**config.mk**
```make
export PLATFORM = sky130hd
export DESIGN_NAME = sfab_ctrl
export DESIGN_NICKNAME = d
export VERILOG_FILES = /design/src/design/sfab_pkg.sv /design/src/design/sfab_ctrl.sv
export SDC_FILE = /design/constraint.sdc
export NUM_CORES = 1
export LEC_CHECK = 0
export BUFFER_PORTS_ARGS = -buffer_cell sky130_fd_sc_hd__buf_2
export CORE_AREA = 2 2 39 41
export CTS_BUF_LIST = sky130_fd_sc_hd__clkbuf_4
export CTS_CLUSTER_DIAMETER = 30
export DETAILED_ROUTE_END_ITERATION = 12
export DIE_AREA = 0 0 41 43
export GPL_ROUTABILITY_DRIVEN = 1
export SYNTH_ARGS = -nofsm -noshare
export SYNTH_HDL_FRONTEND = slang
export SYNTH_SLANG_ARGS = --single-unit
```
**constraint.sdc**
```tcl
create_clock -name clock -period 2.2 [get_ports clock]
set_input_delay 0.22 -clock clock [delete_from_list [all_inputs] [get_ports clock]]
set_output_delay 0.22 -clock clock [all_outputs]
set_load 0.02 [all_outputs]
```
**src/design/sfab_pkg.sv**
```systemverilog
// Shared types and constants for the spectrum frame average binner.
// Used by the controller, datapath, divider and top level; depends on nothing.
`default_nettype none

package sfab_pkg;

   localparam int FRAME_CNT_W = 4;
   localparam int CFG_NARROW_W = 5;
   localparam int CFG_WIDE_W = 12;
   localparam int CSR_ADDR_W = 4;
   localparam int CSR_DATA_W = 32;
   localparam int PIXEL_W = 32;
   localparam logic [CFG_NARROW_W-1:0] CFG_MAX = 5'd16;

   localparam logic [CFG_NARROW_W-1:0] FRAMES_RESET = 5'd1;
   localparam logic [CFG_NARROW_W-1:0] BPP_RESET = 5'd2;

   typedef enum logic [1:0] {
      CSR_FRAMES = 2'd0,
      CSR_BPP    = 2'd1,
      CSR_START  = 2'd2,
      CSR_PIXELS = 2'd3
   } csr_index_type;

   typedef enum logic [2:0] {
      ST_IDLE,
      ST_ADD,
      ST_DIV,
      ST_UPDATE,
      ST_EMIT
   } state_type;

   typedef struct packed {
      logic capture;
      logic add;
      logic div_start;
      logic update;
      logic load_out;
   } cmd_type;

   typedef struct packed {
      logic in_range;
      logic last_frame;
      logic div_done;
      logic group_done;
   } status_type;

   function automatic logic [CFG_NARROW_W-1:0] clamp_1_16(input logic [CFG_NARROW_W-1:0] v);
      logic [CFG_NARROW_W-1:0] r;
      r = v;
      if (v == '0) r = 5'd1;
      else if (v > CFG_MAX) r = CFG_MAX;
      return r;
   endfunction

endpackage

`default_nettype wire

```
**src/design/sfab_ctrl.sv**
```systemverilog
// Sequencer for the binner: one bin at a time through add, divide (last frame), update, emit (pixel done).
// Depends on sfab_pkg for state, command and status types.
`default_nettype none

module sfab_ctrl
   import sfab_pkg::*;
(
   input  wire             clock,
   input  wire             reset,
   input  wire             req_valid,
   output logic            req_ready,
   output logic            rsp_valid,
   input  wire             rsp_ready,
   input  wire status_type status,
   output cmd_type         cmd
);

   state_type state_ff, state_in;
   logic      rsp_valid_ff, rsp_valid_in;
   logic      out_free;

   assign out_free = !rsp_valid_ff || rsp_ready;

   always_comb begin
      state_in = state_ff;
      unique case (state_ff)
         ST_IDLE: begin
            if (req_valid) state_in = ST_ADD;
         end
         ST_ADD: begin
            if (status.in_range && status.last_frame) state_in = ST_DIV;
            else state_in = ST_UPDATE;
         end
         ST_DIV: begin
            if (status.div_done) state_in = ST_UPDATE;
         end
         ST_UPDATE: begin
            state_in = status.group_done ? ST_EMIT : ST_IDLE;
         end
         ST_EMIT: begin
            if (out_free) state_in = ST_IDLE;
         end
         default: state_in = ST_IDLE;
      endcase
   end

   always_comb begin
      cmd = '0;
      req_ready = 1'b0;
      unique case (state_ff)
         ST_IDLE: begin
            req_ready = 1'b1;
            cmd.capture = req_valid;
         end
         ST_ADD: begin
            cmd.add = 1'b1;
            cmd.div_start = status.in_range && status.last_frame;
         end
         ST_DIV: begin
         end
         ST_UPDATE: begin
            cmd.update = 1'b1;
         end
         ST_EMIT: begin
            cmd.load_out = out_free;
         end
         default: begin
         end
      endcase
   end

   always_comb begin
      rsp_valid_in = rsp_valid_ff;
      if (cmd.load_out) rsp_valid_in = 1'b1;
      else if (rsp_ready) rsp_valid_in = 1'b0;
   end

   always_ff @(posedge clock) begin
      if (reset) begin
         state_ff <= ST_IDLE;
         rsp_valid_ff <= 1'b0;
      end else begin
         state_ff <= state_in;
         rsp_valid_ff <= rsp_valid_in;
      end
   end

   assign rsp_valid = rsp_valid_ff;

endmodule

`default_nettype wire

```
==> metrics.txt <==
# TYPE chip_impl_metric gauge
chip_impl_metric{name="clock_path_buffers",unit=""} 2
chip_impl_info{name="critPathCaptureType",value="output pin"} 1
chip_impl_metric{name="antenna-diode-count",unit=""} 0
chip_impl_metric{name="antenna_found_initial",unit=""} 0
chip_impl_info{name="worstSetupPathType",value="reg2out"} 1
chip_impl_metric{name="drv.max_cap_violation_count",unit=""} 0
chip_impl_metric{name="die_area",unit="sq mm"} 0.00176
chip_impl_metric{name="vias_per_cell",unit=""} 4.07
chip_impl_metric{name="synth-edff-count",unit=""} 0
chip_impl_metric{name="ratio_of_total_power_to_cell_area",unit="mW/mm^2"} 828
chip_impl_metric{name="worst_skew_pair.late_latency",unit="ns"} 0.23
chip_impl_metric{name="design.portCount",unit=""} 15
chip_impl_metric{name="drcViolationCount",unit=""} 0
chip_impl_metric{name="synth-seq-area-share",unit=""} 0.333
chip_impl_metric{name="timing.final.hold_violations",unit=""} 0
chip_impl_metric{name="ys_warn_count",unit=""} 0
chip_impl_metric{name="min_period_over_period",unit=""} 0.647
chip_impl_metric{name="finalCoreUtilization",unit=""} 0.232
chip_impl_metric{name="critical_path_arrival",unit="ns"} 1.20
chip_impl_metric{name="synthesis.nets",unit=""} 35
chip_impl_metric{name="num-nets-final",unit=""} 50
chip_impl_metric{name="pins_over_slew_limit",unit=""} 0
chip_impl_metric{name="finalSetupViolCount",unit=""} 0
chip_impl_metric{name="initial_core_util",unit=""} 0.174
chip_impl_info{name="synth_top_cells_by_count",value="4 x sky130_fd_sc_hd__dfxtp_1, 4 x sky130_fd_sc_hd__nor2_1, 2 x sky130_fd_sc_hd__buf_4, 2 x sky130_fd_sc_hd__nor3_1"} 1
chip_impl_metric{name="maxSlewHeadroom",unit=""} 0.810
chip_impl_metric{name="postCtsResizedCells",unit=""} 0
chip_impl_metric{name="crit_path_max_fanout",unit=""} 8
chip_impl_metric{name="floorplan.rows",unit=""} 14
chip_impl_metric{name="layout-area-overhead-vs-synth",unit="%"} 33.9
chip_impl_metric{name="synth-seq-cells",unit=""} 4
chip_impl_metric{name="cts_post_setup_buffers_inserted",unit=""} 0
chip_impl_metric{name="grt_first_pass_wirelength",unit="um"} 662
chip_impl_metric{name="gp_congestion",unit=""} 0.582
chip_impl_metric{name="clock_tree.htree_level_count",unit=""} 1
chip_impl_metric{name="grt_pass1_vias",unit=""} 197
chip_impl_metric{name="number_of_instances_in_the_synthesized_netlist",unit=""} 27
chip_impl_metric{name="global_route.usage.total",unit=""} 0.0633
chip_impl_metric{name="cts_inserted_buffers",unit=""} 3
chip_impl_metric{name="cts_sinks",unit=""} 4
chip_impl_metric{name="timing.final.crit_period",unit="ns"} 1.42
chip_impl_info{name="start_kind",value="register"} 1
chip_impl_metric{name="drive_above_1_share",unit=""} 0.525
chip_impl_info{name="synth_flop_cell",value="sky130_fd_sc_hd__dfxtp_1"} 1
chip_impl_info{name="cts-root-buf",value="sky130_fd_sc_hd__clkbuf_4"} 1
chip_impl_metric{name="cts-hold-fix-buffers",unit=""} 0
chip_impl_info{name="synthDominantAreaCellType",value="sky130_fd_sc_hd__dfxtp_1"} 1
chip_impl_metric{name="drt_first_iter_violations",unit=""} 4
chip_impl_metric{name="vdd_drop_max",unit="mV"} 0.155
chip_impl_info{name="min_delay_worst_type",value="in2reg"} 1
chip_impl_info{name="status",value="finished clean"} 1
chip_impl_metric{name="worst_setup_hold_path_clk_slew",unit="ns"} 0.04
chip_impl_metric{name="dieHeight",unit="um"} 43
chip_impl_metric{name="grt_overflow",unit=""} 0
chip_impl_info{name="cts_tree",value="done"} 1
chip_impl_metric{name="route.vias.total",unit=""} 228
chip_impl_metric{name="clock_skew",unit="ns"} 0.000424
chip_impl_metric{name="yosysUniqueCellTypes",unit=""} 19
chip_impl_metric{name="final.setup.tns",unit="ns"} 0
chip_impl_metric{name="maximum_clock_frequency",unit="MHz"} 702
chip_impl_metric{name="postRouteWirelength",unit="um"} 489
chip_impl_metric{name="worstMarginPinSlew",unit="ns"} 0.284
chip_impl_metric{name="io_buffers",unit=""} 14
chip_impl_metric{name="grt_max_degree",unit=""} 9
chip_impl_metric{name="dieWidth",unit="um"} 41
chip_impl_info{name="rsz0062_at_grt",value="false"} 1
chip_impl_metric{name="detailedRoute.firstPassIterationCount",unit=""} 4
chip_impl_metric{name="avgRoutedWirePerCell",unit="um"} 8.73
chip_impl_metric{name="postSynthAreaPerCell",unit="sq um"} 8.90
chip_impl_metric{name="core",unit="sq mm"} 0.00138
chip_impl_metric{name="yosysTopAreaCellShare",unit=""} 0.333
chip_impl_metric{name="fin_hold_ws",unit="ns"} 0.189
chip_impl_metric{name="worst_ep_required_time",unit="ns"} 1.98
chip_impl_info{name="synth.top_cells.by_area",value="sky130_fd_sc_hd__dfxtp_1 33%, sky130_fd_sc_hd__buf_4 6.3%, sky130_fd_sc_hd__nor2_1 6.3%"} 1
chip_impl_metric{name="netlist_area",unit="sq um"} 240
chip_impl_metric{name="static_power_due_to_leakage",unit="nW"} 0.155
chip_impl_metric{name="antenna_violating_nets_post_route",unit=""} 0
chip_impl_metric{name="async_flop_share",unit=""} 0
[layout make-up]
cell class,instances,area (sq um)
clock buffer,3,22.5
fill,167,1060
multi-input combinational,19,129
sequential,4,80.1
tap,16,20.0
timing repair buffer,14,70.1
[routing by layer]
layer	GRT usage	wire length (um)	vias up
li1	-	-	122
met5	0	0	-
met4	0.0800	18	0
met1	0.0387	163	96
met2	0.100	258	8
met3	0.0366	47	2
[path summary, 6_finish.rpt]
kind               startpoint           to  slack (ns)  depth (start not counted)
hold reg to reg   state_ff[2]  state_ff[0]        0.59                          1
hold / removal          reset  state_ff[0]        0.19                          2
setup / recovery  state_ff[0]       cmd[2]        0.78                          3
setup reg to reg  state_ff[0]  state_ff[0]        1.13                          3
[stage by stage]
| stage | total power [mW] | instance area (sq um) | cells | setup slack, ns |
|---|---|---|---|---|
| floorplan | 0.161 | 240 | 27 | 0.679 |
| global placement | 0.176 | 299 | 53 | 1.04 |
| detailed placement | 0.177 | 299 | 53 | 1.02 |
| CTS | 0.274 | 322 | 56 | 0.761 |
| global route | 0.282 | 322 | 56 | 0.703 |
| finish | 0.266 | 322 | 56 | 0.776 |
[worst max-delay path, cell delays in order (launching register included)]
cell and delay [ns]:
sky130_fd_sc_hd__dfxtp_1 0.44, sky130_fd_sc_hd__nor3b_2 0.21, sky130_fd_sc_hd__and3_1 0.16, sky130_fd_sc_hd__buf_2 0.15
[placed cells by master (no fill, tap or decap)]
cell type	netlist	layout
sky130_fd_sc_hd__nor2b_1	1	1
sky130_fd_sc_hd__xnor2_1	1	1
sky130_fd_sc_hd__and2_1	1	1
sky130_fd_sc_hd__a211oi_2	1	1
sky130_fd_sc_hd__nor3b_2	1	1
sky130_fd_sc_hd__nand3b_1	1	1
sky130_fd_sc_hd__nor3_1	2	2
sky130_fd_sc_hd__clkbuf_4	0	3
sky130_fd_sc_hd__and3b_2	1	1
sky130_fd_sc_hd__a21oi_1	1	1
sky130_fd_sc_hd__dfxtp_1	4	4
sky130_fd_sc_hd__buf_2	0	14
sky130_fd_sc_hd__nor2_1	4	4
sky130_fd_sc_hd__and3_1	1	1
sky130_fd_sc_hd__a311o_1	1	1
sky130_fd_sc_hd__nand2_1	1	1
sky130_fd_sc_hd__a32oi_1	1	1
sky130_fd_sc_hd__nor2_2	1	1
[where the power goes]
group / internal, mW / switching, mW / leakage, nW
clock network: 0.0610 / 0.0301 / 0.0138
logic: 0.0370 / 0.0431 / 0.108
registers: 0.0807 / 0.0143 / 0.0327
total: 0.179 / 0.0875 / 0.155
[state kept, by name, indices dropped and copies added (netlist names)]
register,cells
rsp_valid,1
state_ff,3
[logic make-up after synthesis]
kind of cell,count (synthesis),synth area share
AO/OA/AOI/OAI,4,0.151
XOR/XNOR,1,0.0365
buffers and inverters,4,0.130
flip-flops,4,0.333
AND/OR/NAND/NOR,14,0.349
(Power assumes the default switching activity.)
